## config.mk

```make
export PLATFORM = sky130hd
export DESIGN_NAME = query_text_tokenizer_flat
export DESIGN_NICKNAME = d
export VERILOG_FILES = /design/src/rtl/core/qtt_pkg.sv /design/src/rtl/core/qtt_ifs.sv /design/src/rtl/core/qtt_lexer.sv /design/src/rtl/core/qtt_result_buf.sv /design/src/rtl/core/query_text_tokenizer.sv /design/src/flat_wrapper.sv
export SDC_FILE = /design/constraint.sdc
export NUM_CORES = 1
export LEC_CHECK = 0
export BUFFER_PORTS_ARGS = -buffer_cell sky130_fd_sc_hd__buf_2
export CAP_MARGIN = 20
export CELL_PAD_IN_SITES_DETAIL_PLACEMENT = 0
export CELL_PAD_IN_SITES_GLOBAL_PLACEMENT = 1
export CORE_MARGIN = 3
export CORE_UTILIZATION = 40
export CTS_CLUSTER_DIAMETER = 60
export DETAILED_ROUTE_END_ITERATION = 8
export PLACE_DENSITY = 0.78
export SLEW_MARGIN = 5
export SYNTH_ARGS = -nofsm -noshare
export SYNTH_HDL_FRONTEND = slang
export SYNTH_SLANG_ARGS = --single-unit
```

## constraint.sdc

```tcl
create_clock -name clk -period 6.2 [get_ports clk]
set_input_delay 1.24 -clock clk [delete_from_list [all_inputs] [get_ports clk]]
set_output_delay 1.24 -clock clk [all_outputs]
set_load 0.05 [all_outputs]
```

## src/rtl/core/qtt_pkg.sv

```systemverilog
// ----------------------------------------------------------------------------
// qtt_pkg
// Types, constants and helper functions shared by the query text tokenizer.
// ----------------------------------------------------------------------------
package qtt_pkg;

  typedef enum logic [2:0] {
    PH_IDLE,
    PH_DASH,
    PH_SIGN,
    PH_DIGITS,
    PH_IDENT,
    PH_STRING,
    PH_ERRDROP,
    PH_ENDDROP
  } phase_t;

  // token classes
  localparam logic [3:0] CL_IDENT   = 4'd0;
  localparam logic [3:0] CL_KEYWORD = 4'd1;
  localparam logic [3:0] CL_DASH    = 4'd2;
  localparam logic [3:0] CL_LBRACK  = 4'd3;
  localparam logic [3:0] CL_RBRACK  = 4'd4;
  localparam logic [3:0] CL_LT      = 4'd5;
  localparam logic [3:0] CL_GT      = 4'd6;
  localparam logic [3:0] CL_EQ      = 4'd7;
  localparam logic [3:0] CL_NUMBER  = 4'd8;
  localparam logic [3:0] CL_LPAREN  = 4'd9;
  localparam logic [3:0] CL_RPAREN  = 4'd10;
  localparam logic [3:0] CL_COMMA   = 4'd11;
  localparam logic [3:0] CL_STRING  = 4'd12;

  // error codes
  localparam logic [1:0] ERR_NONE        = 2'd0;
  localparam logic [1:0] ERR_BAD_START   = 2'd1;
  localparam logic [1:0] ERR_SECOND_DOT  = 2'd2;
  localparam logic [1:0] ERR_OPEN_STRING = 2'd3;

  // keyword index
  localparam logic KW_SELECT = 1'b0;
  localparam logic KW_RETURN = 1'b1;

  // byte codes
  localparam logic [7:0] CH_NUL        = 8'h00;
  localparam logic [7:0] CH_FF         = 8'hFF;
  localparam logic [7:0] CH_BACKSLASH  = 8'h5C;
  localparam logic [7:0] CH_UNDERSCORE = 8'h5F;
  localparam logic [7:0] CH_COLON      = 8'h3A;
  localparam logic [7:0] CH_QUOTE      = 8'h22;
  localparam logic [7:0] CH_DOT        = 8'h2E;
  localparam logic [7:0] CH_PLUS       = 8'h2B;
  localparam logic [7:0] CH_MINUS      = 8'h2D;

  localparam int unsigned MAX_RESULTS = 3;
  localparam int unsigned RES_CNT_W   = 2;

  typedef struct packed {
    logic [7:0] out_char;
    logic [3:0] token_class;
    logic       token_first;
    logic       token_last;
    logic       keyword_index;
    logic       text_end;
    logic [1:0] error_code;
  } qtt_result_t;

  typedef struct packed {
    phase_t     phase;
    logic [7:0] held_byte;
    logic       held_valid;
    logic [3:0] held_class;
    logic       held_is_first;
    logic       dot_seen;
    logic       escape_pending;
    logic [2:0] word_length;
    logic [1:0] keyword_alive;
    logic       error_seen;
  } lex_state_t;

  localparam lex_state_t LEX_RESET = '{
    phase: PH_IDLE, held_byte: 8'h00, held_valid: 1'b0, held_class: CL_IDENT,
    held_is_first: 1'b0, dot_seen: 1'b0, escape_pending: 1'b0,
    word_length: 3'd0, keyword_alive: 2'b00, error_seen: 1'b0
  };

  function automatic logic is_digit(logic [7:0] c);
    return (c >= "0") && (c <= "9");
  endfunction

  function automatic logic is_alpha(logic [7:0] c);
    return ((c >= "a") && (c <= "z")) || ((c >= "A") && (c <= "Z"));
  endfunction

  // space, tab, newline, vertical tab, form feed, carriage return
  function automatic logic is_space(logic [7:0] c);
    return (c == " ") || ((c >= 8'd9) && (c <= 8'd13));
  endfunction

  function automatic logic [3:0] single_class(logic [7:0] c);
    logic [3:0] cls;
    case (c)
      "[":     cls = CL_LBRACK;
      "]":     cls = CL_RBRACK;
      "<":     cls = CL_LT;
      ">":     cls = CL_GT;
      "=":     cls = CL_EQ;
      "(":     cls = CL_LPAREN;
      ")":     cls = CL_RPAREN;
      ",":     cls = CL_COMMA;
      default: cls = CL_IDENT;
    endcase
    return cls;
  endfunction

  function automatic logic [7:0] kw_select_char(logic [2:0] idx);
    logic [7:0] ch;
    case (idx)
      3'd0:    ch = "s";
      3'd1:    ch = "e";
      3'd2:    ch = "l";
      3'd3:    ch = "e";
      3'd4:    ch = "c";
      3'd5:    ch = "t";
      default: ch = 8'h00;
    endcase
    return ch;
  endfunction

  function automatic logic [7:0] kw_return_char(logic [2:0] idx);
    logic [7:0] ch;
    case (idx)
      3'd0:    ch = "r";
      3'd1:    ch = "e";
      3'd2:    ch = "t";
      3'd3:    ch = "u";
      3'd4:    ch = "r";
      3'd5:    ch = "n";
      default: ch = 8'h00;
    endcase
    return ch;
  endfunction

  // bit 0 of keyword_alive tracks "select", bit 1 tracks "return"
  function automatic lex_state_t kw_track(lex_state_t st, logic [7:0] c);
    lex_state_t s;
    logic [7:0] lc;
    s  = st;
    lc = ((c >= "A") && (c <= "Z")) ? (c + 8'd32) : c;
    if (s.word_length >= 3'd6) begin
      s.keyword_alive = 2'b00;
    end else begin
      if (lc != kw_select_char(s.word_length)) s.keyword_alive[0] = 1'b0;
      if (lc != kw_return_char(s.word_length)) s.keyword_alive[1] = 1'b0;
    end
    if (s.word_length < 3'd7) s.word_length = s.word_length + 3'd1;
    return s;
  endfunction

  function automatic qtt_result_t mk_res(logic [7:0] ch, logic [3:0] cls, logic first,
                                         logic last, logic kw, logic tend,
                                         logic [1:0] err);
    qtt_result_t r;
    r.out_char      = ch;
    r.token_class   = cls;
    r.token_first   = first;
    r.token_last    = last;
    r.keyword_index = kw;
    r.text_end      = tend;
    r.error_code    = err;
    return r;
  endfunction

  // held byte as a result; on the last byte an identifier may turn keyword
  function automatic qtt_result_t flush_res(lex_state_t st, logic last);
    logic [3:0] cls;
    logic       kw;
    cls = st.held_class;
    kw  = KW_SELECT;
    if (last && (st.phase == PH_IDENT) && (st.word_length == 3'd6) &&
        (st.keyword_alive != 2'b00)) begin
      cls = CL_KEYWORD;
      kw  = st.keyword_alive[0] ? KW_SELECT : KW_RETURN;
    end
    return mk_res(st.held_byte, cls, st.held_is_first, last, kw, 1'b0, ERR_NONE);
  endfunction

endpackage

```

## src/rtl/core/qtt_ifs.sv

```systemverilog
// ----------------------------------------------------------------------------
// qtt_ifs
// Valid/ready channels of the query text tokenizer: byte input, token output.
// ----------------------------------------------------------------------------
interface qtt_in_if;
  logic       valid;
  logic       ready;
  logic [7:0] in_char;
  logic       in_last;

  modport source (output valid, in_char, in_last, input ready);
  modport sink   (input valid, in_char, in_last, output ready);
endinterface

interface qtt_out_if;
  logic       valid;
  logic       ready;
  logic [7:0] out_char;
  logic [3:0] token_class;
  logic       token_first;
  logic       token_last;
  logic       keyword_index;
  logic       text_end;
  logic [1:0] error_code;

  modport source (output valid, out_char, token_class, token_first, token_last,
                  keyword_index, text_end, error_code, input ready);
  modport sink   (input valid, out_char, token_class, token_first, token_last,
                  keyword_index, text_end, error_code, output ready);
endinterface

```

## src/rtl/core/qtt_lexer.sv

```systemverilog
// ----------------------------------------------------------------------------
// qtt_lexer
// Next-state and result logic for one byte: up to three results per byte.
// ----------------------------------------------------------------------------
module qtt_lexer (
  input  qtt_pkg::lex_state_t  st_i,
  input  logic [7:0]           in_char_i,
  input  logic                 in_last_i,
  output qtt_pkg::lex_state_t  st_nxt_o,
  output qtt_pkg::qtt_result_t res_o [qtt_pkg::MAX_RESULTS],
  output logic [qtt_pkg::RES_CNT_W-1:0] res_cnt_o
);
  import qtt_pkg::*;

  lex_state_t         s;
  qtt_result_t        r [MAX_RESULTS];
  logic [RES_CNT_W-1:0] n;
  logic               nul;
  logic               act_next, act_end, act_start, act_err2, act_quote;
  logic [3:0]         sc;
  logic [1:0]         err;
  logic [7:0]         c;

  assign c = in_char_i;

  always_comb begin
    s         = st_i;
    n         = '0;
    act_next  = 1'b0;
    act_end   = 1'b0;
    act_start = 1'b0;
    act_err2  = 1'b0;
    act_quote = 1'b0;
    sc        = CL_IDENT;
    err       = ERR_NONE;
    for (int i = 0; i < MAX_RESULTS; i++) r[i] = '0;
    nul = (c == CH_NUL) || (c == CH_FF);

    if (st_i.phase == PH_ENDDROP) begin
      if (in_last_i) s = LEX_RESET;
    end else begin
      if (!nul) begin
        // decide what this byte does to the held token
        case (s.phase)
          PH_IDLE: act_start = 1'b1;
          PH_DASH: begin
            if (is_digit(c) || (c == CH_DOT) || (c == CH_PLUS)) begin
              s.held_class = CL_NUMBER;
              s.dot_seen   = (c == CH_DOT);
              s.phase      = (c == CH_PLUS) ? PH_SIGN : PH_DIGITS;
              act_next     = 1'b1;
            end else begin
              act_end   = 1'b1;
              act_start = 1'b1;
            end
          end
          PH_SIGN: begin
            if ((c == CH_PLUS) || (c == CH_MINUS)) begin
              act_next = 1'b1;
            end else if (is_digit(c) || (c == CH_DOT)) begin
              s.dot_seen = (c == CH_DOT);
              s.phase    = PH_DIGITS;
              act_next   = 1'b1;
            end else begin
              act_end   = 1'b1;
              act_start = 1'b1;
            end
          end
          PH_DIGITS: begin
            if (is_digit(c)) begin
              act_next = 1'b1;
            end else if (c == CH_DOT) begin
              if (s.dot_seen) begin
                act_end  = 1'b1;
                act_err2 = 1'b1;
              end else begin
                s.dot_seen = 1'b1;
                act_next   = 1'b1;
              end
            end else begin
              act_end   = 1'b1;
              act_start = 1'b1;
            end
          end
          PH_IDENT: begin
            if (is_alpha(c) || is_digit(c) || (c == CH_UNDERSCORE)) begin
              s        = kw_track(s, c);
              act_next = 1'b1;
            end else begin
              act_end   = 1'b1;
              act_start = 1'b1;
            end
          end
          PH_STRING: begin
            if (s.escape_pending) begin
              s.escape_pending = 1'b0;
              act_next         = 1'b1;
            end else if (c == CH_BACKSLASH) begin
              s.escape_pending = 1'b1;
            end else if (c == CH_QUOTE) begin
              act_quote = 1'b1;
            end else begin
              act_next = 1'b1;
            end
          end
          default: ;
        endcase

        // held byte goes out as a middle byte
        if ((act_next || act_quote) && s.held_valid) begin
          if (n != RES_CNT_W'(MAX_RESULTS)) begin
            r[n] = flush_res(s, 1'b0);
            n    = n + 1'b1;
          end
          s.held_is_first = 1'b0;
        end
        if (act_next) begin
          s.held_byte  = c;
          s.held_valid = 1'b1;
        end
        if (act_quote) begin
          s.held_valid = 1'b0;
          if (n != RES_CNT_W'(MAX_RESULTS)) begin
            r[n] = mk_res(c, CL_STRING, 1'b0, 1'b1, KW_SELECT, 1'b0, ERR_NONE);
            n    = n + 1'b1;
          end
          s.phase = PH_IDLE;
        end

        // held byte closes its token
        if (act_end && s.held_valid) begin
          if (n != RES_CNT_W'(MAX_RESULTS)) begin
            r[n] = flush_res(s, 1'b1);
            n    = n + 1'b1;
          end
          s.held_is_first = 1'b0;
          s.held_valid    = 1'b0;
        end
        if (act_err2) begin
          if (n != RES_CNT_W'(MAX_RESULTS)) begin
            r[n] = mk_res(c, CL_IDENT, 1'b0, 1'b0, KW_SELECT, 1'b0, ERR_SECOND_DOT);
            n    = n + 1'b1;
          end
          s.error_seen = 1'b1;
          s.held_valid = 1'b0;
          s.phase      = PH_ERRDROP;
        end

        // byte opens a new token
        if (act_start) begin
          s.phase = PH_IDLE;
          if (!is_space(c)) begin
            sc = single_class(c);
            if (c == CH_MINUS) begin
              s.held_byte = c; s.held_valid = 1'b1; s.held_is_first = 1'b1;
              s.held_class = CL_DASH; s.phase = PH_DASH;
            end else if (c == CH_PLUS) begin
              s.held_byte = c; s.held_valid = 1'b1; s.held_is_first = 1'b1;
              s.held_class = CL_NUMBER; s.phase = PH_SIGN;
            end else if (c == CH_QUOTE) begin
              s.escape_pending = 1'b0;
              s.held_byte = c; s.held_valid = 1'b1; s.held_is_first = 1'b1;
              s.held_class = CL_STRING; s.phase = PH_STRING;
            end else if (sc != CL_IDENT) begin
              if (n != RES_CNT_W'(MAX_RESULTS)) begin
                r[n] = mk_res(c, sc, 1'b1, 1'b1, KW_SELECT, 1'b0, ERR_NONE);
                n    = n + 1'b1;
              end
            end else if (is_digit(c)) begin
              s.dot_seen = 1'b0;
              s.held_byte = c; s.held_valid = 1'b1; s.held_is_first = 1'b1;
              s.held_class = CL_NUMBER; s.phase = PH_DIGITS;
            end else if (is_alpha(c) || (c == CH_COLON) || (c == CH_UNDERSCORE)) begin
              s.word_length   = 3'd0;
              s.keyword_alive = 2'b11;
              s               = kw_track(s, c);
              s.held_byte = c; s.held_valid = 1'b1; s.held_is_first = 1'b1;
              s.held_class = CL_IDENT; s.phase = PH_IDENT;
            end else begin
              if (n != RES_CNT_W'(MAX_RESULTS)) begin
                r[n] = mk_res(c, CL_IDENT, 1'b0, 1'b0, KW_SELECT, 1'b0, ERR_BAD_START);
                n    = n + 1'b1;
              end
              s.error_seen = 1'b1;
              s.held_valid = 1'b0;
              s.phase      = PH_ERRDROP;
            end
          end
        end
      end

      // end of text: close the held token, then the marker
      if (nul || in_last_i) begin
        err = (s.phase == PH_STRING) ? ERR_OPEN_STRING : ERR_NONE;
        if ((s.phase != PH_ERRDROP) && s.held_valid) begin
          if (n != RES_CNT_W'(MAX_RESULTS)) begin
            r[n] = flush_res(s, 1'b1);
            n    = n + 1'b1;
          end
        end
        if (n != RES_CNT_W'(MAX_RESULTS)) begin
          r[n] = mk_res(8'h00, CL_IDENT, 1'b0, 1'b0, KW_SELECT, 1'b1, err);
          n    = n + 1'b1;
        end
        s = LEX_RESET;
        if (nul && !in_last_i) s.phase = PH_ENDDROP;
      end
    end
  end

  assign st_nxt_o  = s;
  assign res_o     = r;
  assign res_cnt_o = n;

endmodule

```

## src/rtl/core/qtt_result_buf.sv

```systemverilog
// ----------------------------------------------------------------------------
// qtt_result_buf
// Holds the results of one byte and hands them out one per cycle while pop_i is high.
// ----------------------------------------------------------------------------
module qtt_result_buf (
  input  logic                          clk,
  input  logic                          rst_n,
  input  logic                          load_i,
  input  logic [qtt_pkg::RES_CNT_W-1:0] load_cnt_i,
  input  qtt_pkg::qtt_result_t          load_data_i [qtt_pkg::MAX_RESULTS],
  input  logic                          pop_i,
  output logic                          valid_o,
  output qtt_pkg::qtt_result_t          data_o,
  output logic                          free_o
);
  import qtt_pkg::*;

  qtt_result_t          data_r [MAX_RESULTS];
  logic [RES_CNT_W-1:0] rd_r, rd_nxt;
  logic [RES_CNT_W-1:0] cnt_r, cnt_nxt;
  logic                 fire;

  assign valid_o = (cnt_r != '0);
  assign fire    = valid_o && pop_i;
  // empty after this cycle, so a new byte's results may be loaded
  assign free_o  = (cnt_r == '0) || ((cnt_r == RES_CNT_W'(1)) && pop_i);

  always_comb begin
    rd_nxt  = rd_r;
    cnt_nxt = cnt_r;
    if (load_i) begin
      rd_nxt  = '0;
      cnt_nxt = load_cnt_i;
    end else if (fire) begin
      rd_nxt  = rd_r + 1'b1;
      cnt_nxt = cnt_r - 1'b1;
    end
  end

  always_comb begin
    case (rd_r)
      2'd1:    data_o = data_r[1];
      2'd2:    data_o = data_r[2];
      default: data_o = data_r[0];
    endcase
  end

  always_ff @(posedge clk) begin
    if (!rst_n) begin
      rd_r  <= '0;
      cnt_r <= '0;
    end else begin
      rd_r  <= rd_nxt;
      cnt_r <= cnt_nxt;
    end
  end

  always_ff @(posedge clk) begin
    if (load_i) begin
      data_r <= load_data_i;
    end
  end

endmodule

```

## src/rtl/core/query_text_tokenizer.sv

```systemverilog
// ----------------------------------------------------------------------------
// query_text_tokenizer
// Splits query text into tagged token bytes with first/last marks.
// ----------------------------------------------------------------------------
// Bytes enter a one-item input register; the lexer logic turns the byte and
// the lexer state into up to three results, which land in a three-entry
// result buffer that drives the output channel. Bytes that give zero or one
// result stream at one per cycle while the output channel takes every result;
// a byte that gives two or three results (a token closed plus a one-byte
// token, or an end-of-text marker) holds the next byte until the single
// output port has drained the result buffer. The first result of a byte is
// presented once the byte has passed the input register and been loaded
// into the result buffer. Output stalls back up into the input.
module query_text_tokenizer (
  input  logic      clk,
  input  logic      rst_n,
  qtt_in_if.sink    in_ch,
  qtt_out_if.source out_ch
);
  import qtt_pkg::*;

  logic                 in_vld_r, in_vld_nxt;
  logic [7:0]           in_char_r;
  logic                 in_last_r;
  lex_state_t           state_r;
  lex_state_t           state_nxt;
  qtt_result_t          res [MAX_RESULTS];
  logic [RES_CNT_W-1:0] res_cnt;
  logic                 buf_free;
  logic                 take;
  logic                 in_fire;
  qtt_result_t          out_res;

  assign take         = in_vld_r && buf_free;
  assign in_ch.ready  = !in_vld_r || take;
  assign in_fire      = in_ch.valid && in_ch.ready;
  assign in_vld_nxt   = in_fire ? 1'b1 : (take ? 1'b0 : in_vld_r);

  always_ff @(posedge clk) begin
    if (!rst_n) begin
      in_vld_r <= 1'b0;
      state_r  <= LEX_RESET;
    end else begin
      in_vld_r <= in_vld_nxt;
      if (take) state_r <= state_nxt;
    end
  end

  always_ff @(posedge clk) begin
    if (in_fire) begin
      in_char_r <= in_ch.in_char;
      in_last_r <= in_ch.in_last;
    end
  end

  qtt_lexer u_lexer (
    .st_i      (state_r),
    .in_char_i (in_char_r),
    .in_last_i (in_last_r),
    .st_nxt_o  (state_nxt),
    .res_o     (res),
    .res_cnt_o (res_cnt)
  );

  qtt_result_buf u_result_buf (
    .clk         (clk),
    .rst_n       (rst_n),
    .load_i      (take),
    .load_cnt_i  (res_cnt),
    .load_data_i (res),
    .pop_i       (out_ch.ready),
    .valid_o     (out_ch.valid),
    .data_o      (out_res),
    .free_o      (buf_free)
  );

  assign out_ch.out_char      = out_res.out_char;
  assign out_ch.token_class   = out_res.token_class;
  assign out_ch.token_first   = out_res.token_first;
  assign out_ch.token_last    = out_res.token_last;
  assign out_ch.keyword_index = out_res.keyword_index;
  assign out_ch.text_end      = out_res.text_end;
  assign out_ch.error_code    = out_res.error_code;

endmodule

```

## src/flat_wrapper.sv

```systemverilog
// flat-port wrapper written by rule: the top's interface ports become plain ports
module query_text_tokenizer_flat import qtt_pkg::*;
  (clk, rst_n, in_ch_valid, in_ch_in_char, in_ch_in_last, in_ch_ready, out_ch_valid, out_ch_out_char, out_ch_token_class, out_ch_token_first, out_ch_token_last, out_ch_keyword_index, out_ch_text_end, out_ch_error_code, out_ch_ready);
  qtt_in_if in_ch_i ();
  qtt_out_if out_ch_i ();
  input  logic clk;
  input  logic rst_n;
  input wire logic [$bits(in_ch_i.valid)-1:0] in_ch_valid;
  input wire logic [$bits(in_ch_i.in_char)-1:0] in_ch_in_char;
  input wire logic [$bits(in_ch_i.in_last)-1:0] in_ch_in_last;
  output wire logic [$bits(in_ch_i.ready)-1:0] in_ch_ready;
  output wire logic [$bits(out_ch_i.valid)-1:0] out_ch_valid;
  output wire logic [$bits(out_ch_i.out_char)-1:0] out_ch_out_char;
  output wire logic [$bits(out_ch_i.token_class)-1:0] out_ch_token_class;
  output wire logic [$bits(out_ch_i.token_first)-1:0] out_ch_token_first;
  output wire logic [$bits(out_ch_i.token_last)-1:0] out_ch_token_last;
  output wire logic [$bits(out_ch_i.keyword_index)-1:0] out_ch_keyword_index;
  output wire logic [$bits(out_ch_i.text_end)-1:0] out_ch_text_end;
  output wire logic [$bits(out_ch_i.error_code)-1:0] out_ch_error_code;
  input wire logic [$bits(out_ch_i.ready)-1:0] out_ch_ready;
  assign in_ch_i.valid = in_ch_valid;
  assign in_ch_i.in_char = in_ch_in_char;
  assign in_ch_i.in_last = in_ch_in_last;
  assign in_ch_ready = in_ch_i.ready;
  assign out_ch_valid = out_ch_i.valid;
  assign out_ch_out_char = out_ch_i.out_char;
  assign out_ch_token_class = out_ch_i.token_class;
  assign out_ch_token_first = out_ch_i.token_first;
  assign out_ch_token_last = out_ch_i.token_last;
  assign out_ch_keyword_index = out_ch_i.keyword_index;
  assign out_ch_text_end = out_ch_i.text_end;
  assign out_ch_error_code = out_ch_i.error_code;
  assign out_ch_i.ready = out_ch_ready;
  query_text_tokenizer u_core (.clk(clk), .rst_n(rst_n), .in_ch(in_ch_i), .out_ch(out_ch_i));
endmodule
```

==> flow_summary.yaml, run 1 <==
status:
  outcome: "complete, no violations"
min_path:
  worstHoldPathCells: 2
  hold_end: "u_core.state_r[9]"
  hold_start: "u_core.state_r[9]"
  hold_path.class: "reg -> reg"
synth:
  yosys_warnings: 0
  syn_area_um2: 7249
  synth-async-reset-ratio: 0
  synth.yosys.seq_area_share: 0.3410
  synth_top_area_frac: 0.2610
  syn_avg_cell_area_um2: 8.333
  synth-edff-count: 63
  synth_top_flop_cell: "edfxtp_1"
  ys_types: 92
  synth_top_cell_by_area: "edfxtp_1"
  ys_ff_latch: 92
  ys_top_cells_by_area: "edfxtp_1 26%, dfxtp_1 8.0%, nand2_1 5.0%"
  postSynthCellCount: 870
  synth_nets: 897
cells_and_area:
  area_growth_pct: 9.475
  drive_above_1_share: 0.1185
  fillCellCount: 1768
  design_area_um2: 7936
  nets: 900
  layout_common_cells: "97 x nand2_1, 69 x nor2_1, 63 x o21ai_0, 63 x edfxtp_1, 50 x a21oi_1"
  instances_no_fill: 1104
  mostFrequentLayoutCell: "nand2_1"
power:
  p_per_area_nw_per_um2: 302.1
  leakagePower_uw: 0.002717
  max-vdd-ir-drop_uv: 197.3
worst_setup_path:
  cpPeakStageDelay_ns: 0.80
  cp-end-kind: "flop"
  worstPathRequired_ns: 6.28
  worstReg2RegEnd: "u_core.u_result_buf.data_r[28]"
  rr_worst_depth: 12
  cp_cell_sequence: "or4b_1 > or3_1 > o211a_1 > o311ai_4 > o21a_1 > o21ai_0 > ha_1 > xnor2_1 > a21oi_1 > a41oi_2 > o21ai_0 > a21oi_1"
  r2r_start: "u_core.in_char_r[5]"
  critPathKind: "reg -> reg"
  critPathLaunchType: "flop"
  r2r_slack_ns: 0.89
  path_delay_family: "compound AO/OA/AOI/OAI gates"
  crit_buf_inv: 0
  critPathArrivalTime_ns: 5.40
  crit_fanout: 22
  cp_slowest_cell: "edfxtp_1"
clocking:
  clkLatencyLatePin_ns: 0.36
  clockBufferDepth: 2
  cts_root_buf: "clkbuf_16"
  ctsResizeCount: 0
  clock_sinks: 92
  clkTransAtPathRegs_ns: 0.07
  htree_num_levels: 3
  cts_tree: "yes"
  hold_buffers: 0
  cts_made_buffers: 9
  post-cts-setup-buffers: 0
sta:
  fin_skew_ns: 0.01025
  tns_ns: 0
  rsz0062_at_grt: "false"
  setup_ws_ns: 0.8851
  finalHoldViolCount: 0
  worst_pin_slew_ns: 1.039
  setup_viol: 0
  hold_ws_ns: 0.4653
  fin_crit_sh: 0.8572
  fmax_mhz: 188.1
  slew_headroom: 0.3007
  finalCriticalPeriod_ns: 5.315
  final_max_slew_viol_count: 0
global_routing:
  grt_pass1_vias: 6440
  grt_pass1_wl_um: 36470
  track_usage: 0.2313
  antenna_found_initial: 0
  grt_max_degree: 62
  grt_overflow_total: 0
place:
  placed_cells: 1087
  io_buffer_count: 32
  hpwl_um: 17280
  dpl_worst_slack_ns: 0.9985
  routabilityCongestion: 0.9714
  placed_cell_area_um2: 7610
detailed_routing:
  postRouteAntennaNets: 0
  post_drt_wl_per_cell_um: 21.06
  dr.first_iter.drc_count: 826
  dr.pass1.iters: 8
  via_count: 7052
  drc_errors: 0
  wl_um: 23250
  avgViaCountPerCell: 6.388
die:
  fp.dieArea_um2: 19780
  io_pins: 33
  die_w_um: 140.6
  start_util: 0.4134
  fp.dieH_um: 140.6
  row_count: 48
  core-area_um2: 17540
run:
  cap_violations: 0
worst max path at each step:
stage | start | to | slack (ns) | depth (start not counted)
finish | u_core.in_char_r[5] | u_core.u_result_buf.data_r[28] | 0.89 | 12
global route | u_core.in_char_r[5] | u_core.u_result_buf.data_r[7] | 0.61 | 13
CTS | u_core.in_char_r[5] | u_core.u_result_buf.data_r[7] | 0.96 | 13
detailed placement | u_core.in_char_r[5] | u_core.u_result_buf.data_r[8] | 1.0 | 13
global placement | u_core.in_char_r[5] | u_core.u_result_buf.data_r[6] | 1.11 | 13
floorplan | u_core.in_char_r[6] | u_core.u_result_buf.data_r[6] | 1.43 | 18
worst register-to-register path, stage by stage, from the launching register on:
cell and delay, ns:
edfxtp_1 0.80, or4b_1 0.63, or3_1 0.52, o211a_1 0.28, o311ai_4 0.32, o21a_1 0.19, o21ai_0 0.13, ha_1 0.40
xnor2_1 0.20, a21oi_1 0.67, a41oi_2 0.32, o21ai_0 0.49, a21oi_1 0.11
power breakdown:
| group | leakage [uW] | switching, uW | internal, uW | total (uW) |
|---|---|---|---|---|
| sequential | 0.000836 | 66.0 | 765 | 831 |
| clock | 0.000158 | 250 | 358 | 608 |
| combinational | 0.00172 | 704 | 254 | 959 |
area by class of cell:
cell class              instances  area, um2  share of cell area
inverters                      20      75.07            0.009459
repair buffers                 52      310.3             0.03910
clock buffers                  10      229.0             0.02885
clock inverters                 6      95.09             0.01198
diodes                          1      2.502           0.0003153
multi-input cells             698       4471              0.5633
flip-flops and latches         92       2472              0.3115
well taps                     225      281.5             0.03547
stage by stage:
step / total power [uW] / utilization
5_1_grt: 2525 / 0.4524
6_report: 2397 / 0.4526
4_1_cts: 2401 / 0.4524
3_3_place_gp: 1791 / 0.4339
3_5_place_dp: 1794 / 0.4339
2_1_floorplan: 1553 / -
synth_stat cells (all sizes together), types with 4 or more instances:
| cell type | n |
|---|---|
| buf | 19 |
| nor2 | 70 |
| o311ai | 6 |
| nor2b | 29 |
| a21o | 9 |
| xnor2 | 9 |
| or3 | 11 |
| ha | 14 |
| o21ai | 74 |
| a21boi | 10 |
| nor3 | 19 |
| mux2i | 9 |
| o32ai | 5 |
| o211ai | 10 |
| a21oi | 52 |
| o22ai | 21 |
| nand2 | 97 |
| a32oi | 4 |
| a31oi | 11 |
| and2 | 9 |
| o21a | 10 |
| and3 | 12 |
| nand4 | 15 |
| clkbuf | 41 |
| nand2b | 10 |
| edfxtp | 63 |
| nand3 | 33 |
| or2 | 10 |
| a211oi | 6 |
| o31ai | 6 |
| a22oi | 34 |
| inv | 20 |
| a22o | 21 |
| dfxtp | 29 |
| nor4 | 9 |
| o221ai | 4 |
kinds of logic (layout without fill, tap and decap cells):
group,after synthesis,in the layout,synth area share
buffers and inverters,80,88,0.04487
xor gates and xnor gates,11,11,0.01588
and+or+nand+nor,343,343,0.2482
other,1,2,0.0005173
AOI/OAI and AO/OA,317,317,0.3083
adders and majority gates,14,14,0.02416
DFF,92,92,0.3410
muxes,12,12,0.01709
registers in the layout (all words and copies together) (netlist names):
register                    flops
u_core.u_result_buf.data_r     54
u_core.state_r                 24
u_core.in_char_r                8
u_core.u_result_buf.cnt_r       2
u_core.u_result_buf.rd_r        2
u_core.in_last_r                1
u_core.in_vld_r                 1
per-layer routing:
layer | vias to the layer above | track usage | routed length (um)
li1 | 3342 | - | -
met1 | 3314 | 0.3274 | 10470
met2 | 337 | 0.3506 | 10170
met3 | 59 | 0.04104 | 1801
met4 | 0 | 0.09332 | 798
met5 | - | 0 | 0
No activity file was read; power rests on OpenSTA's default activity.
==> inputs of run 2 (changes only) <==
- PLACE_DENSITY: 0.78 -> default
- PLACE_DENSITY_LB_ADDON: default -> 0.1
==> run 2 against run 1 <==
Clock skew increased by 0.011 ns. Cell count is essentially flat. Critical path type unchanged. Via count rose by 2.0%. Flip-flop and latch count unchanged. Worst hold slack lost 0.011 ns. Global-route usage up 2.6 points. Total power is 0.84% lower. Cell area shrank 0.60%. Sequential power about the same. Combinational power is 3.5% higher. Sequential share of layout area up 0.19 points.
==> flow_summary.yaml, run 2 (synthesized netlist as in run 1, its figures left out) <==
detailed_routing:
  avgViaCountPerCell: 6.522
  wl_um: 25890
  postRouteAntennaNets: 0
  drc_errors: 0
  dr.pass1.iters: 6
  post_drt_wl_per_cell_um: 23.47
  via_count: 7194
  dr.first_iter.drc_count: 901
global_routing:
  grt_pass1_wl_um: 39930
  track_usage: 0.2577
  grt_pass1_vias: 6749
  grt_max_degree: 45
  antenna_found_initial: 0
  grt_overflow_total: 0
cells_and_area:
  area_growth_pct: 8.820
  layout_common_cells: "97 x nand2_1, 69 x nor2_1, 63 x o21ai_0, 63 x edfxtp_1, 50 x a21oi_1"
  design_area_um2: 7889
  antenna_cells: 0
  largest_reg_flops: 54
  top_register: "u_core.u_result_buf.data_r"
  reg.largest.list: "u_core.u_result_buf.data_r: 54 flops, u_core.state_r: 24 flops, u_core.in_char_r: 8 flops"
  nets: 900
  drive_above_1_share: 0.1173
  mostFrequentLayoutCell: "nand2_1"
sta:
  setup_ws_ns: 0.6148
  rsz0062_at_grt: "false"
  slew_headroom: 0.3585
  worst_pin_slew_ns: 0.9623
  fin_crit_sh: 0.9008
  final_max_slew_viol_count: 0
  fmax_mhz: 179.0
  finalHoldViolCount: 0
  hold_ws_ns: 0.4544
  setup_viol: 0
  finalCriticalPeriod_ns: 5.585
  tns_ns: 0
  fin_skew_ns: 0.02133
place:
  placed_cell_area_um2: 7606
  dpl_worst_slack_ns: 0.7587
  hpwl_um: 19230
  routabilityCongestion: 1.007
  io_buffer_count: 32
min_path:
  hold_path.class: "reg -> reg"
clocking:
  clkLatencyLatePin_ns: 0.37
  post-cts-setup-buffers: 0
  ctsResizeCount: 0
  clkTransAtPathRegs_ns: 0.07
  htree_num_levels: 3
  clock_sinks: 92
  hold_buffers: 0
  cts_root_buf: "clkbuf_16"
  cts_tree: "yes"
  clockBufferDepth: 2
  cts_made_buffers: 9
run:
  cap_violations: 0
die:
  fp.dieH_um: 140.6
  fp.dieArea_um2: 19780
  die_w_um: 140.6
  start_util: 0.4134
  core-area_um2: 17540
  io_pins: 33
  row_count: 48
worst_setup_path:
  path_delay_family: "simple AND/OR/NAND/NOR gates"
  cp-end-kind: "flop"
  crit_fanout: 19
  crit_buf_inv: 2
  critPathLaunchType: "flop"
  worstPathRequired_ns: 6.39
  critPathArrivalTime_ns: 5.78
  critPathKind: "reg -> reg"
  cp_cell_sequence: "or4b_1 > or3_1 > o211a_1 > o311ai_4 > o21a_1 > buf_4 > o21ai_0 > ha_1 > inv_1 > xnor2_4 > nor3_4 > a21oi_4 > or4_1 > o22ai_1"
  cp_slowest_cell: "or4b_1"
  cpPeakStageDelay_ns: 0.72
power:
  power_switching_uw: 1079
  switching_share: 0.4539
  leakagePower_uw: 0.002694
  p_per_area_nw_per_um2: 301.3
  p_clk_frac: 0.234
  pwr-share-seq: 0.348
  p_int_uw: 1298
  max-vdd-ir-drop_uv: 297.8
  p_comb_frac: 0.418
status:
  outcome: "complete, no violations"
## run 2: changes by cell type in the layout (fill, tap and decap cells not counted), sizes merged
| cell | delta |
|---|---|
| diode | -1 |
| clkinv | -1 |
| clkinvlp | +1 |
| inv | +2 |
| bufinv | -2 |
## run 2: through the flow
stage                     utilization  total power, uW  cells
after floorplan                     -             1553    870
after global placement         0.4337             1815   1087
after detailed placement       0.4337             1823   1087
after CTS                      0.4498             2378   1103
after global routing           0.4498             2501   1103
final                          0.4498             2377   1103
## run 2: worst reg2reg max path, stage by stage (launching register included)
cell	delay, ns
edfxtp_1	0.68
or4b_1	0.72
or3_1	0.52
o211a_1	0.28
o311ai_4	0.32
o21a_1	0.18
buf_4	0.24
o21ai_0	0.17
ha_1	0.44
inv_1	0.15
xnor2_4	0.22
nor3_4	0.43
a21oi_4	0.11
or4_1	0.68
o22ai_1	0.28
## run 2: final timing paths
| path | slack [ns] | start | endpoint | cells after the start |
|---|---|---|---|---|
| worst max-delay path | 0.61 | u_core.in_char_r[6] | u_core.u_result_buf.data_r[8] | 14 |
| worst min-delay path | 0.45 | u_core.state_r[9] | u_core.state_r[9] | 2 |
| worst max register to register | 0.61 | u_core.in_char_r[6] | u_core.u_result_buf.data_r[8] | 14 |
| worst min register to register | 0.45 | u_core.state_r[9] | u_core.state_r[9] | 2 |
## run 2: per-layer routing
layer,vias to the layer above,GRT usage,share of wire
li1,3338,-,-
met1,3413,0.3549,0.44
met2,374,0.4040,0.45
met3,69,0.04478,0.075
met4,0,0.1020,0.039
met5,-,0,0
## run 2: power by group through the flow
stage / registers [uW] / logic, uW / clock network (uW)
floorplan: 805 / 749 / 0
global route: 838 / 1070 / 588
finish: 828 / 993 / 556
CTS: 827 / 988 / 563
detailed placement: 840 / 982 / 0
global placement: 839 / 976 / 0
## run 2: layout make-up
type / instances / area [um2]
clock inverters: 6 / 53.80
inverters: 20 / 75.07
clock buffers: 10 / 229.0
well taps: 225 / 281.5
flip-flops and latches: 92 / 2472
fillers: 1757 / 9648
repair buffers: 52 / 310.3
multi-input cells: 698 / 4467
==> inputs of run 3 (changes only) <==
- CTS_BUF_LIST: default -> sky130_fd_sc_hd__clkbuf_8
==> run 3 against run 2 <==
Cell area is 1.3% lower. Setup slack better by 0.029 ns. Clock skew is 0.011 ns higher. Worst hold slack better by 0.0042 ns. Register-to-register slack better by 0.03 ns. Sequential share of layout area is 0.41 points higher. Global-route usage hardly changed. Flip-flop and latch count stayed put. Combinational power hardly changed. Highest routed layer unchanged.
==> flow_summary.yaml, run 3 (synthesized netlist as in run 1, its figures left out) <==
cells_and_area:
  fillCellCount: 1768
  area_growth_pct: 7.421
  antenna_cells: 0
  regArea_um2: 2472
  layout_common_cells: "97 x nand2_1, 69 x nor2_1, 63 x o21ai_0, 63 x edfxtp_1, 50 x a21oi_1"
  nets: 900
  multi_input_area_um2: 4467
  instances_no_fill: 1103
  largest_reg_flops: 54
  top_register: "u_core.u_result_buf.data_r"
  drive_above_1_share: 0.1173
  mostFrequentLayoutCell: "nand2_1"
  reg.largest.list: "u_core.u_result_buf.data_r: 54 flops, u_core.state_r: 24 flops, u_core.in_char_r: 8 flops"
worst_setup_path:
  cp_cell_sequence: "or4b_1 > or3_1 > o211a_1 > o311ai_4 > o21a_1 > buf_4 > o21ai_0 > ha_1 > inv_1 > xnor2_4 > nor3_4 > a21oi_4 > or4_1 > o22ai_1"
  worstReg2RegEnd: "u_core.u_result_buf.data_r[8]"
  worstPathRequired_ns: 6.44
  crit_buf_inv: 2
  rr_worst_depth: 14
  crit_fanout: 19
  r2r_start: "u_core.in_char_r[6]"
  path_delay_family: "simple AND/OR/NAND/NOR gates"
  cp_slowest_cell: "or4b_1"
  critPathKind: "reg -> reg"
  cp-end-kind: "flop"
  critPathArrivalTime_ns: 5.79
  r2r_slack_ns: 0.64
  cpPeakStageDelay_ns: 0.72
  critPathLaunchType: "flop"
place:
  hpwl_um: 19230
  io_buffer_count: 32
  placed_cells: 1087
  routabilityCongestion: 1.007
clocking:
  cts_root_buf: "clkbuf_8"
  clkTransAtPathRegs_ns: 0.11
  ctsResizeCount: 0
  htree_num_levels: 3
  hold_buffers: 0
  clkLatencyLatePin_ns: 0.41
  cts_tree: "yes"
  cts_made_buffers: 9
  post-cts-setup-buffers: 0
  clockBufferDepth: 2
  clock_sinks: 92
sta:
  finalCriticalPeriod_ns: 5.556
  finalHoldViolCount: 0
  final_max_slew_viol_count: 0
  tns_ns: 0
  worst_pin_slew_ns: 0.9671
  fmax_mhz: 180.0
  rsz0062_at_grt: "false"
  slew_headroom: 0.3552
  fin_skew_ns: 0.03245
  fin_crit_sh: 0.8961
  setup_viol: 0
detailed_routing:
  dr.pass1.iters: 6
  dr.first_iter.drc_count: 922
  drc_errors: 0
  via_count: 7165
  avgViaCountPerCell: 6.496
  postRouteAntennaNets: 0
  wl_um: 25870
  post_drt_wl_per_cell_um: 23.46
min_path:
  hold_path.class: "reg -> reg"
  hold_end: "u_core.state_r[9]"
  hold_start: "u_core.state_r[9]"
  worstHoldPathCells: 2
die:
  die_w_um: 140.6
  fp.dieH_um: 140.6
  fp.dieArea_um2: 19780
  core-area_um2: 17540
  row_count: 48
  start_util: 0.4134
  io_pins: 33
global_routing:
  track_usage: 0.2576
  grt_pass1_wl_um: 39950
  grt_pass1_vias: 6740
  grt_max_degree: 45
  antenna_found_initial: 0
  grt_overflow_total: 0
power:
  p_clk_frac: 0.186
  p_int_uw: 1170
  p_per_area_nw_per_um2: 287.2
  max-vdd-ir-drop_uv: 295.5
  power_switching_uw: 1067
  p_comb_frac: 0.444
  total_power_uw: 2236
  leakagePower_uw: 0.002652
  pwr-share-seq: 0.370
  switching_share: 0.4770
status:
  outcome: "complete, no violations"
run:
  cap_violations: 0
-- run 3: cell types whose count changed in the layout (fill, tap and decap cells not counted), sizes merged --
cell and change:
inv +1, clkbuf -1
-- run 3: worst max-delay path by stage --
stage                   startpoint  cells past startpoint                              to
2_1_floorplan  u_core.in_char_r[6]                     18   u_core.u_result_buf.data_r[6]
3_3_place_gp   u_core.in_char_r[6]                     13  u_core.u_result_buf.data_r[29]
3_5_place_dp   u_core.in_char_r[6]                     14   u_core.u_result_buf.data_r[8]
4_1_cts        u_core.in_char_r[6]                     14   u_core.u_result_buf.data_r[8]
5_1_grt        u_core.in_char_r[6]                     14   u_core.u_result_buf.data_r[8]
6_report       u_core.in_char_r[6]                     14   u_core.u_result_buf.data_r[8]
-- run 3: per-layer routing --
| layer | up-vias | GRT usage | wire [um] |
|---|---|---|---|
| met2 | 323 | 0.4022 | 11640 |
| met5 | - | 0 | 0 |
| met3 | 59 | 0.04172 | 1776 |
| met4 | 0 | 0.1117 | 950 |
| li1 | 3334 | - | - |
| met1 | 3449 | 0.3540 | 11510 |
-- run 3: final cells by class --
type / instances / area share
clock buffers: 9 / 0.01591
clock inverters: 7 / 0.007391
inverters: 20 / 0.009640
multi-input cells: 698 / 0.5736
flip-flops and latches: 92 / 0.3175
well taps: 225 / 0.03615
repair buffers: 52 / 0.03985
-- run 3: power groups by stage --
stage          Sequential, uW  Clock, uW  Combinational (uW)
3_3_place_gp              839          0                 976
2_1_floorplan             805          0                 749
5_1_grt                   838        445                1070
3_5_place_dp              840          0                 982
4_1_cts                   826        421                 988
6_report                  828        415                 994
-- run 3: metrics by stage --
stage / instance area [um2] / hold slack, ns / utilization / worst slack [ns]
after floorplan: 7249 / 0.4286 / - / 1.428
after global placement: 7606 / 0.4371 / 0.4337 / 0.9130
after detailed placement: 7606 / 0.4456 / 0.4337 / 0.7587
after CTS: 7787 / 0.4615 / 0.4441 / 0.7119
after global routing: 7787 / 0.4875 / 0.4441 / 0.4628
final: 7787 / 0.4586 / 0.4441 / 0.6442
-- run 3: worst min-delay path: stages (launching register included) --
cell and delay, ns:
dfxtp_1 0.34, nand2_1 0.06, nor2_1 0.04
